--- src/mcu_pkg.sv ---
// ----------------------------------------------------------------------------
// mcu_pkg
// Shared types and constants of the macropixel chroma upsampler.
// ----------------------------------------------------------------------------
package mcu_pkg;

    // Default depth of the job queue between front and back end
    localparam int MCU_JOB_DEPTH = 2;

    // Mode register values
    localparam logic [1:0] MODE_NONE   = 2'd0;
    localparam logic [1:0] MODE_SINGLE = 2'd1;
    localparam logic [1:0] MODE_PAIR   = 2'd2;
    localparam logic [1:0] MODE_TRIPLE = 2'd3;

    typedef enum logic [1:0] {
        CFG_MODE         = 2'd0,
        CFG_WEIGHT_THIS  = 2'd1,
        CFG_WEIGHT_NEXT  = 2'd2,
        CFG_WEIGHT_AFTER = 2'd3
    } t_cfg_idx;

    typedef struct packed {
        logic [1:0] mode;
        logic [7:0] weight_this;
        logic [7:0] weight_next;
        logic [7:0] weight_after;
    } t_cfg;

    typedef struct packed {
        logic [7:0] luma_first;
        logic [7:0] blue_diff;
        logic [7:0] luma_second;
        logic [7:0] red_diff;
        logic       row_last;
    } t_in_beat;

    typedef struct packed {
        logic [7:0] pixel_luma;
        logic [7:0] pixel_cb;
        logic [7:0] pixel_cr;
        logic       row_end;
        logic       run_last;
    } t_out_beat;

    typedef struct packed {
        logic [7:0] y0;
        logic [7:0] cb;
        logic [7:0] y1;
        logic [7:0] cr;
    } t_mp;

    // One released macropixel with the chroma of its neighbors
    typedef struct packed {
        t_mp        mp;
        logic [7:0] n1_cb;
        logic [7:0] n1_cr;
        logic [7:0] n2_cb;
        logic [7:0] n2_cr;
        logic       row_end;
        logic       run_last;
        logic [1:0] mode;
    } t_job;

endpackage

--- src/mcu_stream_if.sv ---
// ----------------------------------------------------------------------------
// mcu_stream_if
// Valid/ready stream channel carrying one payload beat.
// ----------------------------------------------------------------------------
interface mcu_stream_if #(
    parameter type t_payload = logic [7:0]
);
    logic     valid;
    logic     ready;
    t_payload data;

    modport source (output valid, output data, input ready);
    modport sink   (input valid, input data, output ready);
endinterface

--- src/mcu_job_fifo.sv ---
// ----------------------------------------------------------------------------
// mcu_job_fifo
// Short job queue that decouples the window front end from the blend engine.
// ----------------------------------------------------------------------------
module mcu_job_fifo #(
    parameter int DEPTH = mcu_pkg::MCU_JOB_DEPTH
) (
    input  logic          i_clk,
    input  logic          i_rst_n,
    input  logic          i_push_valid,
    output logic          o_push_ready,
    input  mcu_pkg::t_job i_push_job,
    output logic          o_pop_valid,
    input  logic          i_pop_ready,
    output mcu_pkg::t_job o_pop_job
);
    import mcu_pkg::*;

    localparam int AW = $clog2(DEPTH);
    localparam int CW = $clog2(DEPTH + 1);
    localparam logic [AW-1:0] LAST_SLOT = AW'(DEPTH - 1);
    localparam logic [CW-1:0] FULL_CNT  = CW'(DEPTH);

    t_job          r_mem [DEPTH];
    logic [AW-1:0] r_wr_ptr;
    logic [AW-1:0] r_rd_ptr;
    logic [CW-1:0] r_count;
    logic          push;
    logic          pop;

    assign o_push_ready = (r_count != FULL_CNT);
    assign o_pop_valid  = (r_count != '0);
    assign o_pop_job    = r_mem[r_rd_ptr];
    assign push         = i_push_valid && o_push_ready;
    assign pop          = o_pop_valid && i_pop_ready;

    always_ff @(posedge i_clk) begin
        if (push) begin
            r_mem[r_wr_ptr] <= i_push_job;
        end
    end

    always_ff @(posedge i_clk) begin
        if (!i_rst_n) begin
            r_wr_ptr <= '0;
            r_rd_ptr <= '0;
            r_count  <= '0;
        end else begin
            if (push) begin
                r_wr_ptr <= (r_wr_ptr == LAST_SLOT) ? '0 : r_wr_ptr + AW'(1);
            end
            if (pop) begin
                r_rd_ptr <= (r_rd_ptr == LAST_SLOT) ? '0 : r_rd_ptr + AW'(1);
            end
            if (push && !pop) begin
                r_count <= r_count + CW'(1);
            end else if (pop && !push) begin
                r_count <= r_count - CW'(1);
            end
        end
    end

endmodule

--- src/mcu_front.sv ---
// ----------------------------------------------------------------------------
// mcu_front
// Accepts macropixels into a three-entry window, decides how many are
// released, and pushes one job per released macropixel, oldest first.
// ----------------------------------------------------------------------------
module mcu_front (
    input  logic          i_clk,
    input  logic          i_rst_n,
    input  mcu_pkg::t_cfg i_cfg,
    mcu_stream_if.sink    i_px,
    output logic          o_job_valid,
    input  logic          i_job_ready,
    output mcu_pkg::t_job o_job
);
    import mcu_pkg::*;

    t_mp        r_q [3];
    logic [1:0] r_len;
    logic [1:0] r_rem;
    logic       r_last;
    logic [1:0] r_mode;

    t_mp        n_mp;
    logic [1:0] n_mode;
    logic [1:0] n_keep;
    logic [1:0] n_len;
    logic [1:0] n_count;
    logic       accept;
    logic       push;

    assign i_px.ready = (r_rem == '0);
    assign accept     = i_px.valid && i_px.ready;
    assign push       = o_job_valid && i_job_ready;

    always_comb begin
        n_mp.y0 = i_px.data.luma_first;
        n_mp.cb = i_px.data.blue_diff;
        n_mp.y1 = i_px.data.luma_second;
        n_mp.cr = i_px.data.red_diff;
        n_mode  = (i_cfg.mode == MODE_NONE) ? MODE_SINGLE : i_cfg.mode;
        n_keep  = i_px.data.row_last ? 2'd0 : n_mode - 2'd1;
        n_len   = r_len + 2'd1;
        n_count = (n_len > n_keep) ? n_len - n_keep : 2'd0;
    end

    // Neighbors beyond the row end take the macropixel's own chroma
    always_comb begin
        o_job_valid     = (r_rem != '0);
        o_job.mp        = r_q[0];
        o_job.n1_cb     = (r_len > 2'd1) ? r_q[1].cb : r_q[0].cb;
        o_job.n1_cr     = (r_len > 2'd1) ? r_q[1].cr : r_q[0].cr;
        o_job.n2_cb     = (r_len > 2'd2) ? r_q[2].cb : r_q[0].cb;
        o_job.n2_cr     = (r_len > 2'd2) ? r_q[2].cr : r_q[0].cr;
        o_job.row_end   = r_last && (r_len == 2'd1);
        o_job.run_last  = (r_rem == 2'd1);
        o_job.mode      = r_mode;
    end

    always_ff @(posedge i_clk) begin
        if (accept) begin
            for (int k = 0; k < 3; k++) begin
                if (r_len == 2'(k)) begin
                    r_q[k] <= n_mp;
                end
            end
            r_last <= i_px.data.row_last;
            r_mode <= n_mode;
        end else if (push) begin
            // advance the window by one macropixel
            r_q[0] <= r_q[1];
            r_q[1] <= r_q[2];
        end
    end

    always_ff @(posedge i_clk) begin
        if (!i_rst_n) begin
            r_len <= '0;
            r_rem <= '0;
        end else if (accept) begin
            r_len <= n_len;
            r_rem <= n_count;
        end else if (push) begin
            r_len <= r_len - 2'd1;
            r_rem <= r_rem - 2'd1;
        end
    end

endmodule

--- src/mcu_back.sv ---
// ----------------------------------------------------------------------------
// mcu_back
// Blend engine: weighted chroma sum by multiply-accumulate, restoring
// division one quotient bit per cycle, then emits the two output pixels.
// ----------------------------------------------------------------------------
module mcu_back (
    input  logic          i_clk,
    input  logic          i_rst_n,
    input  mcu_pkg::t_cfg i_cfg,
    input  logic          i_job_valid,
    output logic          o_job_ready,
    input  mcu_pkg::t_job i_job,
    mcu_stream_if.source  o_px
);
    import mcu_pkg::*;

    typedef enum logic [4:0] {
        S_IDLE = 5'b00001,
        S_MAC  = 5'b00010,
        S_DIV  = 5'b00100,
        S_PIX0 = 5'b01000,
        S_PIX1 = 5'b10000
    } t_bstate;

    t_bstate     r_state;
    t_job        r_job;
    logic [9:0]  r_wsum;
    logic [1:0]  r_term;
    logic [2:0]  r_step;
    logic [17:0] r_acc_cb;
    logic [17:0] r_acc_cr;
    logic [17:0] r_dsh;
    logic [7:0]  r_q_cb;
    logic [7:0]  r_q_cr;

    logic [9:0]  n_wsum;
    logic        blend;
    logic [7:0]  w_sel;
    logic [7:0]  c_cb_sel;
    logic [7:0]  c_cr_sel;
    logic [15:0] prod_cb;
    logic [15:0] prod_cr;
    logic        ge_cb;
    logic        ge_cr;

    assign o_job_ready = (r_state == S_IDLE);

    always_comb begin
        if (i_job.mode == MODE_TRIPLE) begin
            n_wsum = 10'(i_cfg.weight_this) + 10'(i_cfg.weight_next)
                   + 10'(i_cfg.weight_after);
        end else begin
            n_wsum = 10'(i_cfg.weight_this) + 10'(i_cfg.weight_next);
        end
        blend = ((i_job.mode == MODE_PAIR) || (i_job.mode == MODE_TRIPLE))
             && (n_wsum != '0);
    end

    always_comb begin
        case (r_term)
            2'd0: begin
                w_sel    = i_cfg.weight_this;
                c_cb_sel = r_job.mp.cb;
                c_cr_sel = r_job.mp.cr;
            end
            2'd1: begin
                w_sel    = i_cfg.weight_next;
                c_cb_sel = r_job.n1_cb;
                c_cr_sel = r_job.n1_cr;
            end
            default: begin
                w_sel    = i_cfg.weight_after;
                c_cb_sel = r_job.n2_cb;
                c_cr_sel = r_job.n2_cr;
            end
        endcase
        prod_cb = 16'(w_sel) * 16'(c_cb_sel);
        prod_cr = 16'(w_sel) * 16'(c_cr_sel);
        ge_cb   = (r_acc_cb >= r_dsh);
        ge_cr   = (r_acc_cr >= r_dsh);
    end

    always_comb begin
        o_px.valid = (r_state == S_PIX0) || (r_state == S_PIX1);
        if (r_state == S_PIX1) begin
            o_px.data.pixel_luma = r_job.mp.y1;
            o_px.data.pixel_cb   = r_q_cb;
            o_px.data.pixel_cr   = r_q_cr;
            o_px.data.row_end    = r_job.row_end;
            o_px.data.run_last   = r_job.run_last;
        end else begin
            o_px.data.pixel_luma = r_job.mp.y0;
            o_px.data.pixel_cb   = r_job.mp.cb;
            o_px.data.pixel_cr   = r_job.mp.cr;
            o_px.data.row_end    = 1'b0;
            o_px.data.run_last   = 1'b0;
        end
    end

    always_ff @(posedge i_clk) begin
        case (r_state)
            S_IDLE: begin
                if (i_job_valid) begin
                    r_job    <= i_job;
                    r_wsum   <= n_wsum;
                    r_term   <= '0;
                    r_acc_cb <= '0;
                    r_acc_cr <= '0;
                    r_q_cb   <= i_job.mp.cb;
                    r_q_cr   <= i_job.mp.cr;
                end
            end
            S_MAC: begin
                r_acc_cb <= r_acc_cb + 18'(prod_cb);
                r_acc_cr <= r_acc_cr + 18'(prod_cr);
                r_term   <= r_term + 2'd1;
                r_dsh    <= {1'b0, r_wsum, 7'b0};
                r_step   <= 3'd7;
            end
            S_DIV: begin
                // quotient stays below 256, so eight restoring steps suffice
                r_acc_cb <= ge_cb ? r_acc_cb - r_dsh : r_acc_cb;
                r_acc_cr <= ge_cr ? r_acc_cr - r_dsh : r_acc_cr;
                r_q_cb   <= {r_q_cb[6:0], ge_cb};
                r_q_cr   <= {r_q_cr[6:0], ge_cr};
                r_dsh    <= r_dsh >> 1;
                r_step   <= r_step - 3'd1;
            end
            default: begin
            end
        endcase
    end

    always_ff @(posedge i_clk) begin
        if (!i_rst_n) begin
            r_state <= S_IDLE;
        end else begin
            case (r_state)
                S_IDLE: begin
                    if (i_job_valid) begin
                        r_state <= blend ? S_MAC : S_PIX0;
                    end
                end
                S_MAC: begin
                    if (r_term == r_job.mode - 2'd1) begin
                        r_state <= S_DIV;
                    end
                end
                S_DIV: begin
                    if (r_step == '0) begin
                        r_state <= S_PIX0;
                    end
                end
                S_PIX0: begin
                    if (o_px.ready) begin
                        r_state <= S_PIX1;
                    end
                end
                S_PIX1: begin
                    if (o_px.ready) begin
                        r_state <= S_IDLE;
                    end
                end
                default: begin
                    r_state <= S_IDLE;
                end
            endcase
        end
    end

endmodule

--- src/macropixel_chroma_upsampler_unit.sv ---
// ----------------------------------------------------------------------------
// macropixel_chroma_upsampler_unit
// 4:2:2 to 4:4:4 chroma upsampler with weighted chroma blend.
// ----------------------------------------------------------------------------
// Input channel i_px takes one macropixel (Y0, Cb, Y1, Cr, row_last) per beat;
// output channel o_px gives one pixel per beat, two per released macropixel.
// Registers are written through i_cfg_we / i_cfg_idx / i_cfg_data; the user
// must write them only while idle, as the block itself does not enforce it.
// A macropixel is held until the neighbors its mode needs have arrived; the
// row's final macropixel flushes everything held, so one input beat releases
// zero to three macropixels (up to six output beats, run_last on the last).
// The front end takes an input beat whenever it has no releases left to queue,
// and queues its releases one by one into a job queue of JOB_DEPTH entries.
// The blend engine sets the rate and takes a job only while idle: in mode 1
// or with a zero weight sum it goes straight to the pixels, in modes 2 and 3
// through one multiply-add per weight, then one quotient bit per cycle of
// the divider. When the receiver stalls, the pixel on o_px holds, the engine
// stops, and the queue and front end fill before i_px drops ready.
// Reset empties the window and queue and sets mode 1 with all weights 1.
// ----------------------------------------------------------------------------
module macropixel_chroma_upsampler_unit #(
    parameter int JOB_DEPTH = mcu_pkg::MCU_JOB_DEPTH
) (
    input  logic       i_clk,
    input  logic       i_rst_n,
    input  logic       i_cfg_we,
    input  logic [1:0] i_cfg_idx,
    input  logic [7:0] i_cfg_data,
    mcu_stream_if.sink   i_px,
    mcu_stream_if.source o_px
);
    import mcu_pkg::*;

    t_cfg r_cfg;
    logic push_valid;
    logic push_ready;
    t_job push_job;
    logic pop_valid;
    logic pop_ready;
    t_job pop_job;

    always_ff @(posedge i_clk) begin
        if (!i_rst_n) begin
            r_cfg.mode         <= MODE_SINGLE;
            r_cfg.weight_this  <= 8'd1;
            r_cfg.weight_next  <= 8'd1;
            r_cfg.weight_after <= 8'd1;
        end else if (i_cfg_we) begin
            case (t_cfg_idx'(i_cfg_idx))
                CFG_MODE:         r_cfg.mode         <= i_cfg_data[1:0];
                CFG_WEIGHT_THIS:  r_cfg.weight_this  <= i_cfg_data;
                CFG_WEIGHT_NEXT:  r_cfg.weight_next  <= i_cfg_data;
                CFG_WEIGHT_AFTER: r_cfg.weight_after <= i_cfg_data;
                default: begin
                end
            endcase
        end
    end

    mcu_front u_front (
        .i_clk       (i_clk),
        .i_rst_n     (i_rst_n),
        .i_cfg       (r_cfg),
        .i_px        (i_px),
        .o_job_valid (push_valid),
        .i_job_ready (push_ready),
        .o_job       (push_job)
    );

    mcu_job_fifo #(
        .DEPTH (JOB_DEPTH)
    ) u_fifo (
        .i_clk        (i_clk),
        .i_rst_n      (i_rst_n),
        .i_push_valid (push_valid),
        .o_push_ready (push_ready),
        .i_push_job   (push_job),
        .o_pop_valid  (pop_valid),
        .i_pop_ready  (pop_ready),
        .o_pop_job    (pop_job)
    );

    mcu_back u_back (
        .i_clk       (i_clk),
        .i_rst_n     (i_rst_n),
        .i_cfg       (r_cfg),
        .i_job_valid (pop_valid),
        .o_job_ready (pop_ready),
        .i_job       (pop_job),
        .o_px        (o_px)
    );

endmodule

--- src/flat_wrapper.sv ---
// flat-port wrapper written by rule: the top's interface ports become plain ports
module macropixel_chroma_upsampler_unit_flat import mcu_pkg::*;
#(
    parameter int JOB_DEPTH = mcu_pkg::MCU_JOB_DEPTH
)
  (i_clk, i_rst_n, i_cfg_we, i_cfg_idx, i_cfg_data, i_px_valid, i_px_data, i_px_ready, o_px_valid, o_px_data, o_px_ready);
  mcu_stream_if #(.t_payload(t_in_beat)) i_px_i ();
  mcu_stream_if #(.t_payload(t_out_beat)) o_px_i ();
  input  logic i_clk;
  input  logic i_rst_n;
  input  logic i_cfg_we;
  input  logic [1:0] i_cfg_idx;
  input  logic [7:0] i_cfg_data;
  input wire logic [$bits(i_px_i.valid)-1:0] i_px_valid;
  input wire logic [$bits(i_px_i.data)-1:0] i_px_data;
  output wire logic [$bits(i_px_i.ready)-1:0] i_px_ready;
  output wire logic [$bits(o_px_i.valid)-1:0] o_px_valid;
  output wire logic [$bits(o_px_i.data)-1:0] o_px_data;
  input wire logic [$bits(o_px_i.ready)-1:0] o_px_ready;
  assign i_px_i.valid = i_px_valid;
  assign i_px_i.data = i_px_data;
  assign i_px_ready = i_px_i.ready;
  assign o_px_valid = o_px_i.valid;
  assign o_px_data = o_px_i.data;
  assign o_px_i.ready = o_px_ready;
  macropixel_chroma_upsampler_unit #(.JOB_DEPTH(JOB_DEPTH)) u_core (.i_clk(i_clk), .i_rst_n(i_rst_n), .i_cfg_we(i_cfg_we), .i_cfg_idx(i_cfg_idx), .i_cfg_data(i_cfg_data), .i_px(i_px_i), .o_px(o_px_i));
endmodule
--- config.mk ---
export PLATFORM = sky130hd
export DESIGN_NAME = macropixel_chroma_upsampler_unit_flat
export DESIGN_NICKNAME = d
export VERILOG_FILES = /design/src/mcu_pkg.sv /design/src/mcu_stream_if.sv /design/src/mcu_job_fifo.sv /design/src/mcu_front.sv /design/src/mcu_back.sv /design/src/macropixel_chroma_upsampler_unit.sv /design/src/flat_wrapper.sv
export SDC_FILE = /design/constraint.sdc
export NUM_CORES = 1
export LEC_CHECK = 0
export ABC_AREA = 1
export BUFFER_PORTS_ARGS = -buffer_cell sky130_fd_sc_hd__buf_2
export CAP_MARGIN = 10
export CORE_MARGIN = 2
export CORE_UTILIZATION = 30
export CTS_BUF_LIST = sky130_fd_sc_hd__clkbuf_8
export CTS_CLUSTER_SIZE = 8
export DETAILED_ROUTE_END_ITERATION = 7
export RECOVER_POWER = 25
export SETUP_SLACK_MARGIN = 0.15
export SLEW_MARGIN = 10
export SYNTH_ARGS = -nofsm -noshare
export SYNTH_HDL_FRONTEND = slang
export SYNTH_HIERARCHICAL = 1
export SYNTH_SLANG_ARGS = --single-unit
--- constraint.sdc ---
create_clock -name i_clk -period 14 [get_ports i_clk]
set_input_delay 2.8 -clock i_clk [delete_from_list [all_inputs] [get_ports i_clk]]
set_output_delay 2.8 -clock i_clk [all_outputs]
set_load 0.02 [all_outputs]
==> flow_summary.toml, run 1 <==
[die]
rows = 106
die_h_um = 295
core_sq_um = 83700
io_pins = 76
die_w_um = 295
dieArea_sq_um = 87000
start_util_pct = 30.3

[cts]
clk_path_buf_depth = 3
cts_max_level = 3
path_clk_slew_ns = 0.06
cts_hold_buf = 0
insertion_delay_ns = 0.67
cts_tree = "yes"
post_cts_buffers = 0
ctsResizeCount = 0
cts_root_buf = "clkbuf_8"
cts.sink_count = 427
cts_buffers = 73

[timing]
period_share_pct = 49.2
timing.final.hold_violations = 0
tightestPinTransition_ns = 2.06
relSlewSlack_pct = -37.3
finalSetupTns_ns = 0
max_freq_mhz = 145
report.final.slew_viol_count = 94
setup_violations = 0
rsz0062_at_grt = "no"
fin_skew_ns = 0.0459
post-route-min-period_ns = 6.89

[min_path]
min_path_type = "flop to flop"

[synthesis]
synth_nets = 2917
synth_top_cell_area_share_pct = 45.8
syn_inst = 2621
synth_async_sr_flop_share_pct = 0
synth_edf_count = 387
yosysMostFrequentCell = "nand2_1"
avgSynthCellArea_sq_um = 9.69
yosysSeqAreaShare_pct = 48.9
synth_common_cells = "655 x nand2_1, 465 x inv_1, 387 x edfxtp_1, 147 x o21ai_0, 143 x ha_1"
ys_ff_latch = 427
synth_area_sq_um = 25400
yosysTopAreaCell = "edfxtp_1"
synthTopCellsByArea = "edfxtp_1 46%, nand2_1 9.7%, fa_1 8.3%, ha_1 7.0%, inv_1 6.9%"
synth_cell_types = 49
yosys_warnings = 6
ys.flop_type = "edfxtp_1"

[detailed_routing]
route.vias.total = 17300
via_per_inst = 4.46
first_iter_violations = 1329
firstDrtPassIters = 5
wl_per_cell_um = 15.1
antenna_left = 0
wl_um = 58500
drc_errors = 0

[worst_setup_path]
cp_data_arrival_time_ns = 7.24
cp-start-kind = "flop"
path_common_cell = "inv_1"
critPathMaxFanout = 25
critPathKind = "flop to flop"
cp_cell_sequence = "inv_1 > ha_1 > inv_1 > nand3_1 > nand3_1 > nand2_1 > inv_1 > fa_1 > fa_1 > fa_1 > inv_1 > fa_1 > inv_1 > ha_1 > a21oi_1 > o21ai_0 > a21oi_1 > nor2_1 > o21ai_0 > nand2_1 > or2_2 > nand3_1 > o21ai_0"
critPathCaptureType = "flop"
crit_slowest_cell = "ha_1"
slowest_delay_ns = 0.76
cp.required_ns = 14.34

[cells_and_area]
final_core_util_pct = 33.5
nNetsFinal = 2983
fillers = 8582
syn_to_final_growth_pct = 10.4
drive_above_1_share_pct = 8.94

[grt]
grt_pass1_vias = 17000
track_usage_pct = 13.7
antenna_found_initial = 2
grt_max_degree = 71
grt_overflow = 0
grt_pass1_wl_um = 93600

[placed_design]
place_congestion = 0.873
io_buffers = 75
dp_hpwl_um = 42500

[outcome]
outcome = "finished with violations"
violations = "capacitance limit, slew limit"

[run]
max_cap_viol_count = 3
state kept, by name, indices dropped and copies added, names as in the netlist, 3 cells and up, named ones only:
name and flops:
u_core/u_back/r_job 68, u_core/u_back/r_state 5, u_core/u_back/r_step 3, u_core/u_back/r_acc_cb 18, u_core/u_back/r_q_cb 8, u_core/u_back/r_dsh 17, u_core/u_fifo/r_mem 136, u_core/u_back/r_q_cr 8
u_core/r_cfg 26, u_core/u_back/r_wsum 10, u_core/u_back/r_acc_cr 18, u_core/u_front/r_q 96
per-layer routing:
metal,vias up,track usage [%],part of all wire (%)
met5,-,0,0
met4,0,4.24,2.0
met3,64,2.10,4.5
met2,357,22.8,47
met1,8207,18.3,46
li1,8631,-,-
final timing paths:
| check | startpoint | end | slack (ns) | cells after the start |
|---|---|---|---|---|
| setup reg to reg | u_core/u_back/r_term[0]$_SDFFCE_PN0P_ | u_core/u_back/r_acc_cr[11]$_DFFE_PP_ | 7.11 | 23 |
| setup / recovery | u_core/u_back/r_term[0]$_SDFFCE_PN0P_ | u_core/u_back/r_acc_cr[11]$_DFFE_PP_ | 7.11 | 23 |
| hold / removal | u_core/u_front/r_q[0][29]$_DFFE_PP_ | u_core/u_fifo/r_mem[0][65]$_DFFE_PP_ | 0.44 | 0 |
| hold reg to reg | u_core/u_front/r_q[0][29]$_DFFE_PP_ | u_core/u_fifo/r_mem[0][65]$_DFFE_PP_ | 0.44 | 0 |
critical path, delay by kind of cell (launching register included):
family | cells | cell delay [ns]
buffers and inverters | 5 | 0.91
AOI/OAI and AO/OA | 5 | 0.68
adders and majority gates | 6 | 3.16
and+or+nand+nor | 7 | 1.42
DFF | 1 | 0.41
logic make-up (layout without fill, tap and decap cells):
kind of cell	count (synthesis)	after routing	synth area share, %
mux	77	77	3.71
flops	427	427	48.9
xor+xnor	18	18	0.621
fa+ha+maj	248	248	15.3
other cells	0	1	0
simple gates	982	982	15.8
compound gates	295	295	6.34
buf+inv	574	692	9.30
per-stage QoR:
step                instance area [sq um]  hold WS [ns]  setup slack [ns]  std cells
finish                              28000         0.443              7.11       3874
global route                        28000         0.451              6.57       3874
CTS                                 28100         0.443              7.15       3873
detailed placement                  26800         0.431              7.17       3746
global placement                    26800         0.422              7.30       3746
floorplan                           25400         0.421              7.12       2621
cell usage in the layout (no fill, tap or decap), types with 4 or more instances in the layout:
master    count
fa_1        105
xnor2_1       7
clkbuf_1      4
nor2_1      137
mux2_2       28
or2_2        12
clkinv_1     14
o31ai_1       5
nand2_1     655
nand3_1     125
clkbuf_8     73
edfxtp_1    387
xor2_1       11
o22ai_1       5
dfxtp_1      40
nand3b_1      4
nand3_2       4
inv_2         6
mux2_1       47
inv_1       495
ha_1        143
buf_2        75
o21ai_0     146
nor3_1       15
a21o_1        4
buf_4        12
nand4_1      16
a21oi_1      96
o21a_1       14
area by class of cell:
| cell class | count | area (sq um) | area share [%] |
|---|---|---|---|
| clock inverters | 54 | 349 | 1.24 |
| flip-flops and latches | 427 | 12400 | 44.3 |
| diodes | 1 | 2.50 | 0.00892 |
| multi-input cells | 1620 | 10600 | 37.7 |
| clock buffers | 73 | 1000 | 3.58 |
| repair buffers | 91 | 480 | 1.71 |
| well taps | 1134 | 1420 | 5.06 |
| inverters | 474 | 1780 | 6.34 |
Power of run 1 is not shown: default switching activity piles up to over one toggle a cycle in this logic, so the estimate is an artifact.
==> run 2, diff against run 1 <==
clock period = 6.8 ns   (was 14 ns; I/O delays follow)
==> flow_summary.toml, run 2 (synthesis gave the netlist of run 1 again) <==
[cts]
path_clk_slew_ns = 0.06
clk_path_buf_depth = 3
ctsResizeCount = 0
cts.sink_count = 427
post_cts_buffers = 0
cts_buffers = 71
cts_max_level = 3
cts_tree = "yes"
cts_root_buf = "clkbuf_8"
cts_hold_buf = 0
insertion_delay_ns = 0.65

[timing]
timing.final.hold_violations = 0
setup_violations = 0
max_freq_mhz = 166
tightestPinTransition_ns = 3.29
relSlewSlack_pct = -119
report.final.slew_viol_count = 153
fin_skew_ns = 0.0278
finalSetupTns_ns = 0
rsz0062_at_grt = "no"
period_share_pct = 88.8
post-route-min-period_ns = 6.04

[worst_setup_path]
critPathTopFamily = "adder cells"
endpoint = "u_core/u_back/r_acc_cr[11]$_DFFE_PP_"
cp_cell_sequence = "ha_1 > inv_1 > nand3_1 > nand3_1 > nand2_1 > fa_1 > inv_1 > fa_1 > fa_1 > inv_1 > fa_1 > inv_1 > ha_1 > a21oi_1 > o21ai_0 > a21oi_1 > nor2_1 > o21ai_0 > nand2_1 > or2_2 > nand3_1 > o21ai_0"
r2r_setup_slack_ns = 0.76
worstSetupStartpoint = "u_core/u_back/r_term[0]$_SDFFCE_PN0P_"
crit_cells = 22
critPathMaxFanout = 24
cp-start-kind = "flop"
cp.required_ns = 7.16
r2r-start = "u_core/u_back/r_term[0]$_SDFFCE_PN0P_"
reg2reg_depth = 22
critPathCaptureType = "flop"
worst-path-buf-inv = 4
cp_data_arrival_time_ns = 6.40
crit-reg2reg-capture = "u_core/u_back/r_acc_cr[11]$_DFFE_PP_"
slowest_delay_ns = 0.57
crit_slowest_cell = "fa_1"
critPathKind = "flop to flop"

[detailed_routing]
firstDrtPassIters = 5
wl_per_cell_um = 14.9
route.vias.total = 17100
antenna_left = 0
drc_errors = 0
wl_um = 57700
via_per_inst = 4.42
first_iter_violations = 1018

[cells_and_area]
drive_above_1_share_pct = 9.02
fillers = 8599
largest_register_ffs = 136
nNetsFinal = 2984
layout_common_cells = "655 x nand2_1, 484 x inv_1, 387 x edfxtp_1, 147 x o21ai_0, 143 x ha_1"
largest-register = "u_core/u_fifo/r_mem"
reg.largest.list = "u_core/u_fifo/r_mem (136), u_core/u_front/r_q (96), u_core/u_back/r_job (68)"
syn_to_final_growth_pct = 10.0
final_common_cell = "nand2_1"

[die]
io_pins = 76
start_util_pct = 30.3
dieArea_sq_um = 87000
rows = 106
core_sq_um = 83700
die_w_um = 295
die_h_um = 295

[grt]
antenna_found_initial = 1
grt_max_degree = 69
grt_pass1_wl_um = 92200
track_usage_pct = 13.5
grt_pass1_vias = 16900
grt_overflow = 0

[outcome]
violations = "capacitance limit, slew limit"
outcome = "finished with violations"

[placed_design]
place_congestion = 0.862
io_buffers = 75
dp_hpwl_um = 42300

[run]
max_cap_viol_count = 3

[min_path]
min_path_type = "flop to flop"
-- run 2: changes by cell type in the layout (fill, tap and decap cells not counted), moves of 11 or more --
cell / change
buf_2: -24
clkbuf_1: +24
inv_1: -11
mux2_1: -25
mux2_2: +23
-- run 2: layout make-up --
type | instances | area (sq um) | share of cell area [%]
clock buffer | 72 | 991 | 3.55
antenna | 2 | 5.00 | 0.0179
clock inverter | 41 | 267 | 0.954
multi-input combinational | 1620 | 10600 | 37.9
timing repair buffer | 94 | 473 | 1.69
inverter | 474 | 1780 | 6.37
sequential | 427 | 12400 | 44.5
tap | 1134 | 1420 | 5.08
-- run 2: worst reg2reg max path, stage by stage, from the launching register on --
cell	delay, ns
edfxtp_1	0.41
ha_1	0.23
inv_1	0.53
nand3_1	0.14
nand3_1	0.54
nand2_1	0.17
fa_1	0.57
inv_1	0.05
fa_1	0.46
fa_1	0.54
inv_1	0.05
fa_1	0.53
inv_1	0.04
ha_1	0.34
a21oi_1	0.16
o21ai_0	0.12
a21oi_1	0.18
nor2_1	0.07
o21ai_0	0.14
nand2_1	0.08
or2_2	0.27
nand3_1	0.06
o21ai_0	0.07
-- run 2: stage by stage --
step	cell area, sq um	utilization [%]	hold slack [ns]	setup WS (ns)	std cells
finish	27900	33.4	0.442	0.761	3864
CTS	28100	33.5	0.443	0.752	3862
global placement	26800	32.0	0.423	0.875	3749
global route	27900	33.4	0.452	0.221	3863
floorplan	25400	-	0.421	1.35	2621
detailed placement	26800	32.0	0.433	0.771	3749
-- run 2: how the worst min path moves through the flow --
stage	start	end	slack [ns]	depth (start not counted)
after floorplan	u_core/u_front/r_mode[0]$_DFFE_PP_	u_core/u_fifo/r_mem[0][0]$_DFFE_PP_	0.42	0
after global placement	u_core/u_front/r_q[0][26]$_DFFE_PP_	u_core/u_fifo/r_mem[0][62]$_DFFE_PP_	0.42	0
after detailed placement	u_core/u_front/r_q[0][29]$_DFFE_PP_	u_core/u_fifo/r_mem[0][65]$_DFFE_PP_	0.43	0
after CTS	u_core/u_front/r_q[0][29]$_DFFE_PP_	u_core/u_fifo/r_mem[1][65]$_DFFE_PP_	0.44	0
after global routing	u_core/u_front/r_q[0][14]$_DFFE_PP_	u_core/u_fifo/r_mem[1][50]$_DFFE_PP_	0.45	0
final	u_core/u_front/r_mode[0]$_DFFE_PP_	u_core/u_fifo/r_mem[1][0]$_DFFE_PP_	0.44	0
-- run 2: metal layers --
layer	global-route usage (%)	wire length (um)
met4	4.68	1340
met2	22.5	27400
met5	0	0
met1	17.8	26900
met3	2.01	1980
Power of run 2 is left out for the same reason.
==> run 3, diff against run 2 <==
CORE_ASPECT_RATIO = 1.2   (was not set)
PLACE_DENSITY = 0.43   (was not set)
==> flow_summary.toml, run 3 (synthesis gave the netlist of run 1 again) <==
[timing]
post-route-min-period_ns = 5.92
tightestPinTransition_ns = 1.80
report.final.slew_viol_count = 68
finalSetupTns_ns = 0
max_freq_mhz = 169
fin_skew_ns = 0.0436
relSlewSlack_pct = -19.8
rsz0062_at_grt = "no"
period_share_pct = 87.1
timing.final.hold_violations = 0
setup_violations = 0

[cts]
ctsResizeCount = 0
cts_root_buf = "clkbuf_8"
cts_tree = "yes"
cts_max_level = 3
post_cts_buffers = 0
insertion_delay_ns = 0.68
cts.sink_count = 427
cts_hold_buf = 0
cts_buffers = 76
path_clk_slew_ns = 0.06
clk_path_buf_depth = 3

[detailed_routing]
firstDrtPassIters = 6
antenna_left = 0
wl_per_cell_um = 16.6
via_per_inst = 4.48
wl_um = 64600
first_iter_violations = 932
route.vias.total = 17400
drc_errors = 0

[cells_and_area]
largest_register_ffs = 136
reg.largest.list = "u_core/u_fifo/r_mem (136), u_core/u_front/r_q (96), u_core/u_back/r_job (68)"
layout_common_cells = "655 x nand2_1, 494 x inv_1, 387 x edfxtp_1, 146 x o21ai_0, 143 x ha_1"
register_area_sq_um = 12400
largest-register = "u_core/u_fifo/r_mem"
fillers = 8733
final_common_cell = "nand2_1"
syn_to_final_growth_pct = 11.1
nNetsFinal = 2996
multi_input_area_sq_um = 10600
drive_above_1_share_pct = 9.58

[worst_setup_path]
cp.required_ns = 7.18
critPathKind = "flop to flop"
cp_data_arrival_time_ns = 6.30
critPathCaptureType = "flop"
critPathMaxFanout = 24
cp-start-kind = "flop"

[outcome]
violations = "capacitance limit, slew limit"
outcome = "finished with violations"

[die]
dieArea_sq_um = 87000
die_w_um = 270
io_pins = 76
start_util_pct = 30.4
rows = 116
core_sq_um = 83600
die_h_um = 323

[grt]
antenna_found_initial = 4
grt_overflow = 0
grt_max_degree = 69
grt_pass1_vias = 17900
grt_pass1_wl_um = 101000
track_usage_pct = 15.0

[run]
max_cap_viol_count = 2

[placed_design]
dp_hpwl_um = 47500
place_congestion = 0.841
io_buffers = 75

[min_path]
min_path_type = "flop to flop"
[run 3: metrics by stage]
stage | area [sq um] | hold slack (ns) | std cells | setup WS (ns) | utilization (%)
floorplan | 25400 | 0.421 | 2621 | 1.35 | -
global placement | 26800 | 0.423 | 3742 | 0.961 | 32.1
detailed placement | 26800 | 0.430 | 3742 | 0.939 | 32.1
CTS | 28300 | 0.421 | 3877 | 0.874 | 33.8
global route | 28200 | 0.447 | 3879 | 0.463 | 33.7
finish | 28200 | 0.427 | 3880 | 0.876 | 33.7
[run 3: worst paths after layout]
kind	startpoint	endpoint	slack [ns]	cells past startpoint
setup reg to reg	u_core/u_back/r_term[0]$_SDFFCE_PN0P_	u_core/u_back/r_acc_cr[11]$_DFFE_PP_	0.88	24
hold reg to reg	u_core/u_front/r_q[0][30]$_DFFE_PP_	u_core/u_fifo/r_mem[0][66]$_DFFE_PP_	0.43	0
hold / removal	u_core/u_front/r_q[0][30]$_DFFE_PP_	u_core/u_fifo/r_mem[0][66]$_DFFE_PP_	0.43	0
setup / recovery	u_core/u_back/r_term[0]$_SDFFCE_PN0P_	u_core/u_back/r_acc_cr[11]$_DFFE_PP_	0.88	24
[run 3: critical path, stage by stage (launching register included)]
cell,delay (ns)
edfxtp_1,0.41
inv_1,0.13
ha_1,0.18
inv_1,0.05
buf_4,0.21
nand3_1,0.09
nand3_1,0.52
nand2_1,0.21
inv_1,0.09
fa_1,0.50
fa_1,0.52
fa_1,0.55
inv_1,0.05
fa_1,0.53
inv_1,0.04
ha_1,0.34
a21oi_1,0.15
o21ai_0,0.13
a21oi_1,0.19
nor2_1,0.07
o21ai_0,0.15
nand2_1,0.09
or2_2,0.28
nand3_1,0.07
o21ai_0,0.07
[run 3: metal layers]
metal / wire length (um) / vias to the layer above / part of all wire, % / track usage [%]
met5: 0 / - / 0 / 0
met4: 1430 / 0 / 2.2 / 4.73
met3: 2330 / 86 / 3.6 / 2.15
met2: 30600 / 301 / 47 / 25.2
met1: 30200 / 8340 / 47 / 19.8
li1: - / 8659 / - / -
[run 3: cell type report]
class / count / share of cell area [%]
Clock inverter: 59 / 1.41
Tap cell: 1121 / 4.97
Sequential cell: 427 / 44.0
Antenna cell: 2 / 0.0177
Timing Repair Buffer: 101 / 1.90
Multi-Input combinational cell: 1620 / 37.6
Inverter: 474 / 6.31
Clock buffer: 76 / 3.71
Power of run 3 is left out for the same reason.
